`src/hdl/lpa_pkg.sv`:
```
`timescale 1ns / 1ps
package lpa_pkg;

  // configuration port
  localparam int unsigned ADDR_W = 4;
  localparam int unsigned DATA_W = 32;

  // register fields
  localparam int unsigned SF_W  = 4;
  localparam int unsigned BWC_W = 4;
  localparam int unsigned CR_W  = 3;
  localparam int unsigned PRE_W = 16;
  localparam int unsigned BW_W  = 19;

  // register reset values
  localparam logic [SF_W-1:0]  SF_RST  = 4'd7;
  localparam logic [BWC_W-1:0] BWC_RST = 4'd0;
  localparam logic [CR_W-1:0]  CR_RST  = 3'd1;
  localparam logic [PRE_W-1:0] PRE_RST = 16'd8;

  // valid ranges of the registers
  localparam logic [SF_W-1:0]  SF_MIN  = 4'd5;
  localparam logic [SF_W-1:0]  SF_MAX  = 4'd12;
  localparam logic [BWC_W-1:0] BWC_MAX = 4'd9;
  localparam logic [CR_W-1:0]  CR_MIN  = 3'd1;
  localparam logic [CR_W-1:0]  CR_MAX  = 3'd4;

  // datapath widths
  localparam int unsigned PL_W    = 8;   // payload length
  localparam int unsigned SDIV_W  = 10;  // payload symbol dividend
  localparam int unsigned SQUO_W  = 8;   // payload symbol blocks
  localparam int unsigned QTR_W   = 19;  // quarter-symbol count
  localparam int unsigned SCL_W   = 27;  // quarter-symbols times ms scale
  localparam int unsigned NUM_W   = 39;  // time dividend
  localparam int unsigned TQUO_W  = 27;  // time quotient
  localparam int unsigned MS_W    = 26;  // airtime output

  // 1000 ms per second over four quarter-symbols
  localparam logic [SCL_W-1:0] MS_SCALE = 27'd250;
  localparam logic [MS_W-1:0]  MS_MAX   = 26'd67108863;

  // register map
  typedef enum logic [1:0] {
    REG_SF  = 2'd0,
    REG_BW  = 2'd1,
    REG_CR  = 2'd2,
    REG_PRE = 2'd3
  } lpa_reg_e;

  // effective configuration, already clamped
  typedef struct packed {
    logic [SF_W-1:0]  sf;
    logic [SF_W-1:0]  k;     // spreading factor less twice the ldro flag
    logic [CR_W-1:0]  cr;
    logic [PRE_W-1:0] pre;
    logic [BW_W-1:0]  bw;
    logic             ldro;
  } lpa_cfg_t;

  // bandwidth in hz per code
  function automatic logic [BW_W-1:0] bw_hz(input logic [BWC_W-1:0] code);
    logic [BW_W-1:0] hz;
    case (code)
      4'd0:    hz = 19'd125000;
      4'd1:    hz = 19'd250000;
      4'd2:    hz = 19'd500000;
      4'd3:    hz = 19'd62500;
      4'd4:    hz = 19'd41670;
      4'd5:    hz = 19'd31250;
      4'd6:    hz = 19'd20830;
      4'd7:    hz = 19'd15630;
      4'd8:    hz = 19'd10420;
      default: hz = 19'd7810;
    endcase
    return hz;
  endfunction

  // smallest spreading factor whose symbol exceeds 16.38 ms at this bandwidth
  function automatic logic [SF_W-1:0] ldro_min_sf(input logic [BWC_W-1:0] code);
    logic [SF_W-1:0] sf;
    case (code)
      4'd0:    sf = 4'd11;
      4'd1:    sf = 4'd12;
      4'd2:    sf = 4'd13;  // never reached
      4'd3:    sf = 4'd10;
      4'd4:    sf = 4'd10;
      4'd5:    sf = 4'd9;
      4'd6:    sf = 4'd9;
      4'd7:    sf = 4'd9;
      4'd8:    sf = 4'd8;
      default: sf = 4'd7;
    endcase
    return sf;
  endfunction

endpackage

```
`src/hdl/lpa_cfg_regs.sv`:
```
`timescale 1ns / 1ps
module lpa_cfg_regs import lpa_pkg::*; (
  input  logic              clk_i,
  input  logic              rst_ni,
  input  logic              psel_i,
  input  logic              penable_i,
  input  logic              pwrite_i,
  input  logic [ADDR_W-1:0] paddr_i,
  input  logic [DATA_W-1:0] pwdata_i,
  output logic [DATA_W-1:0] prdata_o,
  output logic              pready_o,
  output lpa_cfg_t          cfg_o
);

  logic [SF_W-1:0]  sf_q;
  logic [BWC_W-1:0] bwc_q;
  logic [CR_W-1:0]  cr_q;
  logic [PRE_W-1:0] pre_q;
  lpa_reg_e         reg_sel;
  logic             wr_en;
  logic [SF_W-1:0]  sf_eff;
  logic [BWC_W-1:0] bwc_eff;
  logic [CR_W-1:0]  cr_eff;
  logic             ldro;

  assign reg_sel  = lpa_reg_e'(paddr_i[ADDR_W-1:2]);
  assign wr_en    = psel_i && penable_i && pwrite_i;
  assign pready_o = 1'b1;

  // register writes
  always_ff @(posedge clk_i or negedge rst_ni) begin
    if (!rst_ni) begin
      sf_q  <= SF_RST;
      bwc_q <= BWC_RST;
      cr_q  <= CR_RST;
      pre_q <= PRE_RST;
    end else if (wr_en) begin
      unique case (reg_sel)
        REG_SF:  sf_q  <= pwdata_i[SF_W-1:0];
        REG_BW:  bwc_q <= pwdata_i[BWC_W-1:0];
        REG_CR:  cr_q  <= pwdata_i[CR_W-1:0];
        REG_PRE: pre_q <= pwdata_i[PRE_W-1:0];
        default: ;
      endcase
    end
  end

  // register reads
  always_comb begin
    unique case (reg_sel)
      REG_SF:  prdata_o = DATA_W'(sf_q);
      REG_BW:  prdata_o = DATA_W'(bwc_q);
      REG_CR:  prdata_o = DATA_W'(cr_q);
      REG_PRE: prdata_o = DATA_W'(pre_q);
      default: prdata_o = '0;
    endcase
  end

  // clamp out-of-range settings
  always_comb begin
    sf_eff = sf_q;
    if (sf_q < SF_MIN) sf_eff = SF_MIN;
    if (sf_q > SF_MAX) sf_eff = SF_MAX;
    bwc_eff = (bwc_q > BWC_MAX) ? BWC_MAX : bwc_q;
    cr_eff = cr_q;
    if (cr_q < CR_MIN) cr_eff = CR_MIN;
    if (cr_q > CR_MAX) cr_eff = CR_MAX;
  end

  // low data rate optimisation and derived values
  assign ldro      = (sf_eff >= ldro_min_sf(bwc_eff));
  assign cfg_o.sf   = sf_eff;
  assign cfg_o.k    = ldro ? (sf_eff - SF_W'(2)) : sf_eff;
  assign cfg_o.cr   = cr_eff;
  assign cfg_o.pre  = pre_q;
  assign cfg_o.bw   = bw_hz(bwc_eff);
  assign cfg_o.ldro = ldro;

endmodule

```
`src/hdl/lpa_div_cell.sv`:
```
`timescale 1ns / 1ps
module lpa_div_cell #(
  parameter int unsigned REM_W = 10,
  parameter int unsigned DIV_W = 4,
  parameter int unsigned QUO_W = 8,
  parameter int unsigned SHIFT = 0
) (
  input  logic             clk_i,
  input  logic             rst_ni,
  input  logic             en_i,
  input  logic             valid_i,
  input  logic [REM_W-1:0] rem_i,
  input  logic [QUO_W-1:0] quo_i,
  input  logic [DIV_W-1:0] div_i,
  output logic             valid_o,
  output logic [REM_W-1:0] rem_o,
  output logic [QUO_W-1:0] quo_o
);

  localparam int unsigned CMP_W = (REM_W > DIV_W + QUO_W) ? REM_W : DIV_W + QUO_W;

  logic [CMP_W-1:0] rem_x;
  logic [CMP_W-1:0] div_sh;
  logic             take;
  logic [REM_W-1:0] rem_d;
  logic [QUO_W-1:0] quo_d;

  // one restoring step: trial subtract of the shifted divisor
  always_comb begin
    rem_x  = CMP_W'(rem_i);
    div_sh = CMP_W'(div_i) << SHIFT;
    take   = (rem_x >= div_sh);
    rem_d  = take ? REM_W'(rem_x - div_sh) : rem_i;
    quo_d  = quo_i;
    quo_d[SHIFT] = take;
  end

  always_ff @(posedge clk_i or negedge rst_ni) begin
    if (!rst_ni) begin
      valid_o <= 1'b0;
    end else if (en_i) begin
      valid_o <= valid_i;
    end
  end

  always_ff @(posedge clk_i) begin
    if (en_i) begin
      rem_o <= rem_d;
      quo_o <= quo_d;
    end
  end

endmodule

```
`src/hdl/lpa_div_chain.sv`:
```
`timescale 1ns / 1ps
module lpa_div_chain #(
  parameter int unsigned REM_W = 10,
  parameter int unsigned DIV_W = 4,
  parameter int unsigned QUO_W = 8
) (
  input  logic             clk_i,
  input  logic             rst_ni,
  input  logic             en_i,
  input  logic             valid_i,
  input  logic [REM_W-1:0] dividend_i,
  input  logic [DIV_W-1:0] divisor_i,
  output logic             valid_o,
  output logic [QUO_W-1:0] quotient_o
);

  logic             link_valid [QUO_W+1];
  logic [REM_W-1:0] link_rem   [QUO_W+1];
  logic [QUO_W-1:0] link_quo   [QUO_W+1];

  assign link_valid[0] = valid_i;
  assign link_rem[0]   = dividend_i;
  assign link_quo[0]   = '0;

  // one quotient bit per cell, most significant first
  for (genvar i = 0; i < QUO_W; i++) begin : g_cell
    lpa_div_cell #(
      .REM_W (REM_W),
      .DIV_W (DIV_W),
      .QUO_W (QUO_W),
      .SHIFT (QUO_W - 1 - i)
    ) u_cell (
      .clk_i   (clk_i),
      .rst_ni  (rst_ni),
      .en_i    (en_i),
      .valid_i (link_valid[i]),
      .rem_i   (link_rem[i]),
      .quo_i   (link_quo[i]),
      .div_i   (divisor_i),
      .valid_o (link_valid[i+1]),
      .rem_o   (link_rem[i+1]),
      .quo_o   (link_quo[i+1])
    );
  end

  assign valid_o    = link_valid[QUO_W];
  assign quotient_o = link_quo[QUO_W];

endmodule

```
`src/hdl/lora_packet_airtime.sv`:
```
`timescale 1ns / 1ps
// lora packet time on air
// input channel (in_valid_i / in_ready_o) takes one payload length per item;
// output channel (out_valid_o / out_ready_i) returns the rounded time on air
// in ms and the low data rate optimisation flag, one result per item, in order.
// spreading factor, bandwidth, coding rate and preamble length are set over the
// apb port at byte addresses 0, 4, 8 and 12; the user must write them only
// while no item is in flight, as the block itself does not enforce it.
// throughput: one item per cycle while in_ready_o is high. the work runs
// through a row of long division cells, 8 for the payload symbol count and 27
// for the final division by the bandwidth, one quotient bit per cell, with two
// arithmetic stages between them and an output register at the end.
// when the receiver stalls, the output register holds its result and a skid
// register catches the next one; in_ready_o drops only once the skid register
// is full, and the whole row then holds until the output is taken.
// reset empties the pipeline and restores the register defaults
// (sf 7, 125 khz, coding rate 4/5, preamble 8).
module lora_packet_airtime import lpa_pkg::*; (
  input  logic              clk_i,
  input  logic              rst_ni,
  input  logic              psel,
  input  logic              penable,
  input  logic              pwrite,
  input  logic [ADDR_W-1:0] paddr,
  input  logic [DATA_W-1:0] pwdata,
  output logic [DATA_W-1:0] prdata,
  output logic              pready,
  input  logic              in_valid_i,
  output logic              in_ready_o,
  input  logic [PL_W-1:0]   payload_bytes_i,
  output logic              out_valid_o,
  input  logic              out_ready_i,
  output logic [MS_W-1:0]   airtime_ms_o,
  output logic              low_rate_opt_o
);

  lpa_cfg_t          cfg;
  logic              en;
  logic              in_acc;
  logic [11:0]       num_t;
  logic [11:0]       num_s;
  logic [11:0]       num_n;
  logic [12:0]       num_r;
  logic              num_pos;
  logic [SDIV_W-1:0] sym_div;
  logic              sym_valid;
  logic [SQUO_W-1:0] sym_quo;
  logic [11:0]       pay_prod;
  logic [10:0]       pay_sym;
  logic [QTR_W-1:0]  qtr_d;
  logic              qtr_valid_q;
  logic [QTR_W-1:0]  qtr_q;
  logic              scl_valid_q;
  logic [SCL_W-1:0]  scl_q;
  logic [NUM_W-1:0]  tm_div;
  logic              tm_valid;
  logic [TQUO_W-1:0] tm_quo;
  logic [MS_W-1:0]   ms_sat;
  logic              out_valid_q;
  logic [MS_W-1:0]   out_ms_q;
  logic              out_ldro_q;
  logic              skid_valid_q;
  logic [MS_W-1:0]   skid_ms_q;
  logic              skid_ldro_q;
  logic              arrive;

  lpa_cfg_regs u_cfg (
    .clk_i     (clk_i),
    .rst_ni    (rst_ni),
    .psel_i    (psel),
    .penable_i (penable),
    .pwrite_i  (pwrite),
    .paddr_i   (paddr),
    .pwdata_i  (pwdata),
    .prdata_o  (prdata),
    .pready_o  (pready),
    .cfg_o     (cfg)
  );

  // the row advances while the skid register is free
  assign en         = !skid_valid_q;
  assign in_ready_o = en;
  assign in_acc     = in_valid_i && en;

  // payload symbol dividend: ceil(num / 4k) as ceil(ceil(num / 4) / k)
  always_comb begin
    num_t   = 12'({payload_bytes_i, 3'b000}) + 12'd44;
    num_s   = 12'({cfg.sf, 2'b00});
    num_pos = (num_t > num_s);
    num_n   = num_t - num_s;
    num_r   = 13'(num_n) + 13'd3;
    sym_div = num_pos ? (SDIV_W'(num_r[12:2]) + SDIV_W'(cfg.k) - SDIV_W'(1)) : '0;
  end

  lpa_div_chain #(
    .REM_W (SDIV_W),
    .DIV_W (SF_W),
    .QUO_W (SQUO_W)
  ) u_sym_div (
    .clk_i      (clk_i),
    .rst_ni     (rst_ni),
    .en_i       (en),
    .valid_i    (in_acc),
    .dividend_i (sym_div),
    .divisor_i  (cfg.k),
    .valid_o    (sym_valid),
    .quotient_o (sym_quo)
  );

  // quarter-symbol count of the whole packet
  always_comb begin
    pay_prod = 12'(sym_quo) * 12'(CR_W'(cfg.cr) + 4'd4);
    pay_sym  = 11'(pay_prod) + 11'd8;
    qtr_d    = QTR_W'({cfg.pre, 2'b00}) + QTR_W'(17) + QTR_W'({pay_sym, 2'b00});
  end

  // quarter-symbol and scale stages
  always_ff @(posedge clk_i or negedge rst_ni) begin
    if (!rst_ni) begin
      qtr_valid_q <= 1'b0;
      scl_valid_q <= 1'b0;
    end else if (en) begin
      qtr_valid_q <= sym_valid;
      scl_valid_q <= qtr_valid_q;
    end
  end

  always_ff @(posedge clk_i) begin
    if (en) begin
      qtr_q <= qtr_d;
      scl_q <= SCL_W'(qtr_q) * MS_SCALE;
    end
  end

  // chips per symbol and half a bandwidth for round to nearest
  assign tm_div = (NUM_W'(scl_q) << cfg.sf) + NUM_W'(cfg.bw >> 1);

  lpa_div_chain #(
    .REM_W (NUM_W),
    .DIV_W (BW_W),
    .QUO_W (TQUO_W)
  ) u_time_div (
    .clk_i      (clk_i),
    .rst_ni     (rst_ni),
    .en_i       (en),
    .valid_i    (scl_valid_q),
    .dividend_i (tm_div),
    .divisor_i  (cfg.bw),
    .valid_o    (tm_valid),
    .quotient_o (tm_quo)
  );

  assign ms_sat = tm_quo[TQUO_W-1] ? MS_MAX : tm_quo[MS_W-1:0];
  assign arrive = tm_valid && en;

  // output register with skid register
  always_ff @(posedge clk_i or negedge rst_ni) begin
    if (!rst_ni) begin
      out_valid_q  <= 1'b0;
      skid_valid_q <= 1'b0;
    end else if (!out_valid_q || out_ready_i) begin
      if (skid_valid_q) begin
        out_valid_q  <= 1'b1;
        skid_valid_q <= 1'b0;
      end else begin
        out_valid_q  <= arrive;
      end
    end else if (arrive) begin
      skid_valid_q <= 1'b1;
    end
  end

  always_ff @(posedge clk_i) begin
    if (!out_valid_q || out_ready_i) begin
      if (skid_valid_q) begin
        out_ms_q   <= skid_ms_q;
        out_ldro_q <= skid_ldro_q;
      end else begin
        out_ms_q   <= ms_sat;
        out_ldro_q <= cfg.ldro;
      end
    end else if (arrive) begin
      skid_ms_q   <= ms_sat;
      skid_ldro_q <= cfg.ldro;
    end
  end

  assign out_valid_o    = out_valid_q;
  assign airtime_ms_o   = out_ms_q;
  assign low_rate_opt_o = out_ldro_q;

endmodule
```
`config.mk`:
```
export PLATFORM = sky130hd
export DESIGN_NAME = lora_packet_airtime
export DESIGN_NICKNAME = d
export VERILOG_FILES = /design/src/hdl/lpa_pkg.sv /design/src/hdl/lpa_cfg_regs.sv /design/src/hdl/lpa_div_cell.sv /design/src/hdl/lpa_div_chain.sv /design/src/hdl/lora_packet_airtime.sv
export SDC_FILE = /design/constraint.sdc
export NUM_CORES = 2
export LEC_CHECK = 0
export BUFFER_PORTS_ARGS = -buffer_cell sky130_fd_sc_hd__buf_2
export CAP_MARGIN = 20
export CORE_MARGIN = 1.5
export CORE_UTILIZATION = 51
export DETAILED_ROUTE_END_ITERATION = 8
export PLACE_DENSITY = 0.68
export SYNTH_ARGS = -nofsm -noshare
export SYNTH_HDL_FRONTEND = slang
export SYNTH_SLANG_ARGS = --single-unit
```
`constraint.sdc`:
```
create_clock -name clk_i -period 132.9 [get_ports clk_i]
set_input_delay 19.935 -clock clk_i [delete_from_list [all_inputs] [get_ports clk_i]]
set_output_delay 19.935 -clock clk_i [all_outputs]
set_load 0.05 [all_outputs]
```
==> results.py <==
metrics = {
    "outcome": {
        "status": "finished, final reports clean",
    },
    "timing": {
        "rsz0062_at_grt": "false",
        "worst_pin_slew_ns": 1.14,
        "skew_ns": 0.0411,
        "fin_crit_sh_pct": 30.9,
        "slew_headroom_pct": 23.7,
        "hold_viol_final": 0,
        "fmax_mhz": 24.3,
        "setup_violations": 0,
        "slew_violations": 0,
        "min_period_ns": 41.12,
        "tns_ns": 0,
    },
    "worst_setup_path": {
        "slowest_delay_ns": 0.63,
        "crit_path_end_kind": "output pin",
        "critPathMostFrequentCell": "buf_2",
        "cp_num_buf_inv": 2,
        "arrival_ns": 21.19,
        "cp_top_family": "multiplexers",
        "required_ns": 112.97,
        "worst-setup-path-type": "in2out",
        "crit_chain": "buf_2, mux4_2, buf_2",
        "rrSetupSlack_ns": 124.54,
        "slowest_stage": "mux4_2",
        "crit_path_start_kind": "primary input",
        "crit_fanout": 21,
    },
    "floorplan": {
        "pin_count": 113,
        "die_h_um": 429,
        "rows": 156,
        "die_area_mm2": 0.184,
        "initial_core_util_pct": 51.2,
        "core_area_mm2": 0.181,
        "die_w_um": 429,
    },
    "cts": {
        "root_buffer": "clkbuf_16",
        "cts_setup_buffers": 0,
        "clk_latency_ns": 0.84,
        "cts_tree": "yes",
        "htree_num_levels": 4,
        "cts_buffers": 176,
        "clockBufferDepth": 3,
        "hold_buffers": 0,
        "cts_resized": 0,
        "path_clk_slew_ns": 0.06,
        "clock_sinks": 1652,
    },
    "synth": {
        "syn_avg_cell_area_um2": 11.9,
        "yosysSeqAreaShare_pct": 53.3,
        "synth_edf_count": 1586,
        "netlist_area_mm2": 0.0925,
        "syn-instance-count": 7770,
        "ys_types": 99,
        "yosys_most_used_dff": "edfxtp_1",
        "yosysWarnings": 0,
        "synth_seq_cells": 1652,
        "synthArstFlopShare_pct": 4.00,
    },
    "place": {
        "place.gp.congestion": 0.889,
        "io_buffers": 77,
        "dpl.hpwl_um": 157000,
    },
    "route": {
        "via_count": 61943,
        "drtAntennaViolNets": 0,
        "firstDrtPassIters": 6,
        "drtIter0Drc": 5416,
        "drcViolationCount": 0,
        "drt_wl_total_um": 221000,
        "viasPerCell": 5.95,
        "wl_per_cell_um": 21.2,
    },
    "global_route": {
        "grt_start_max_net_pins": 186,
        "overflow": 0,
        "track_usage_pct": 23.5,
        "grt_antenna_before_repair": 5,
        "grt_pass1_vias": 59566,
        "grt_pass1_wl_um": 339000,
    },
    "flow_run": {
        "cap_violations": 0,
    },
    "layout": {
        "syn_to_final_growth_pct": 9.91,
        "nFillCells": 14714,
        "num-nets-final": 8654,
        "drive_gt1_share_pct": 10.2,
    },
    "worst_hold_path": {
        "hp-class": "reg2reg",
    },
}
-- cell usage after synthesis, types with 21 or more instances --
library cell | instances | area share, %
edfxtp_1 | 1586 | 51
ha_1 | 600 | 8.1
nand2_1 | 591 | 2.4
nor2_1 | 494 | 2.0
a21oi_1 | 481 | 2.6
xnor2_1 | 438 | 4.1
o21ai_0 | 399 | 2.2
xor2_1 | 299 | 2.8
inv_1 | 289 | 1.2
mux2_2 | 214 | 2.6
nor3_1 | 171 | 0.93
a21o_1 | 167 | 1.4
clkbuf_1 | 160 | 0.65
nand3_1 | 138 | 0.75
nor4_1 | 134 | 0.91
fa_1 | 106 | 2.3
nand4_1 | 103 | 0.70
nand2b_1 | 86 | 0.58
nor2b_1 | 84 | 0.57
and3_1 | 64 | 0.43
a31oi_1 | 63 | 0.43
and2_1 | 63 | 0.43
dfrtp_1 | 61 | 1.7
or2_2 | 60 | 0.41
or3_1 | 57 | 0.39
a211oi_1 | 53 | 0.43
o31ai_1 | 51 | 0.41
o21bai_1 | 46 | 0.37
mux2i_1 | 43 | 0.47
o21a_1 | 43 | 0.35
o211ai_1 | 39 | 0.32
buf_2 | 37 | 0.20
or4_1 | 31 | 0.25
maj3_1 | 30 | 0.32
nand3b_1 | 26 | 0.21
nor4b_1 | 26 | 0.25
a21boi_0 | 24 | 0.19
a211o_1 | 23 | 0.22
mux4_2 | 23 | 0.56
buf_4 | 22 | 0.18
buf_1 | 21 | 0.085
nor3b_1 | 21 | 0.17
-- per-layer routing --
metal	vias up	GRT usage (%)	wire, µm
met3	381	3.37	12200
met2	1745	39.3	106000
met5	-	0	51
met4	10	7.49	6330
li1	29377	-	-
met1	30430	31.6	96000
-- worst paths after layout --
path                       depth (start not counted)                                   start                                endpoint
min in group asynchronous                          1                                  rst_ni      u_sym_div.g_cell[1].u_cell.valid_o
setup reg to reg                                  27                           u_cfg.sf_q[2]   u_time_div.g_cell[0].u_cell.rem_o[29]
hold reg to reg                                    0  u_time_div.g_cell[19].u_cell.quo_o[23]  u_time_div.g_cell[20].u_cell.quo_o[23]
setup / recovery                                   3                                paddr[2]                               prdata[2]
max in group asynchronous                          2                                  rst_ni                          u_cfg.bwc_q[3]
hold / removal                                     0  u_time_div.g_cell[19].u_cell.quo_o[23]  u_time_div.g_cell[20].u_cell.quo_o[23]
-- registers in the layout, indices dropped and copies added (netlist names), 3 cells and up --
signal	cells
u_time_div.g_cell.u_cell.rem_o	1014
u_time_div.g_cell.u_cell.quo_o	378
u_sym_div.g_cell.u_cell.rem_o	63
u_sym_div.g_cell.u_cell.quo_o	36
u_time_div.g_cell.u_cell.valid_o	27
airtime_ms_o	26
skid_ms_q	26
scl_q	24
qtr_q	17
u_cfg.pre_q	16
u_sym_div.g_cell.u_cell.valid_o	8
u_cfg.bwc_q	4
u_cfg.sf_q	4
u_cfg.cr_q	3
-- placed cells by master, fill, tap and decap left out, types with 138 or more instances in the layout --
cell type | Yosys | layout
mux2_2 | 214 | 214
a21oi_1 | 481 | 480
nor2_1 | 494 | 492
nand3_1 | 138 | 138
xnor2_1 | 438 | 438
a21o_1 | 167 | 167
inv_1 | 289 | 286
nand2_1 | 591 | 585
clkbuf_16 | 0 | 181
nor3_1 | 171 | 171
edfxtp_1 | 1586 | 1586
ha_1 | 600 | 600
xor2_1 | 299 | 299
o21ai_0 | 399 | 398
-- layout make-up --
| type | instances | area [µm²] | share of cell area, % |
|---|---|---|---|
| sequential | 1652 | 49300 | 48.5 |
| multi-input combinational | 5600 | 41300 | 40.6 |
| clock buffer | 208 | 4640 | 4.56 |
| tap | 2370 | 2970 | 2.92 |
| clock inverter | 118 | 1220 | 1.20 |
| timing repair buffer | 170 | 1160 | 1.14 |
| inverter | 297 | 1120 | 1.11 |
| antenna | 1 | 2.50 | 0.00246 |
-- through the flow --
stage / worst slack, ns / cell area, µm² / std cells / utilization [%] / hold slack [ns]
after floorplan: 70.76 / 92600 / 7791 / - / 0.400
after global placement: 91.79 / 95800 / 10086 / 53.0 / 0.400
after detailed placement: 91.77 / 95800 / 10088 / 53.1 / 0.405
after CTS: 91.77 / 102000 / 10414 / 56.3 / 0.404
after global routing: 91.75 / 102000 / 10415 / 56.3 / 0.414
final: 91.78 / 102000 / 10416 / 56.3 / 0.405
-- worst reg2reg max path: stages (launching register included) --
cell and delay [ns]:
dfstp_2 0.96, xnor2_1 0.24, nor2_4 0.76, inv_2 0.32, a31oi_1 0.38, o22ai_1 0.15, ha_1 0.37, a21o_1 0.21
a211oi_1 0.42, a21oi_1 0.19, and2_1 0.21, or2_2 0.29, o2111a_1 0.18, or3_1 0.51, nand3_1 0.14, xor2_1 0.15
fa_1 0.49, nor2b_1 0.13, o21ai_0 0.10, a21boi_0 0.26, o21ai_0 0.16, a21oi_1 0.25, a21o_1 0.16, a21o_1 0.15
a211oi_1 0.08, nor2_1 0.21, buf_4 0.26, mux2_2 0.37
-- cell families (layout without fill, tap and decap cells) --
family                   Yosys count  in the layout  synth area share, %
AND/OR/NAND/NOR                 2199           2199                 11.9
flip-flops                      1652           1652                 53.3
AO/OA/AOI/OAI                   1622           1622                 11.1
XOR/XNOR                         738            738                 7.00
adder cells (fa/ha/maj)          736            736                 10.7
buffers and inverters            539            793                 2.34
multiplexers                     282            282                 3.65
other                              2             24              0.00812
Power is not shown: default switching activity piles up to over one toggle a cycle in this logic, so the estimate is an artifact.
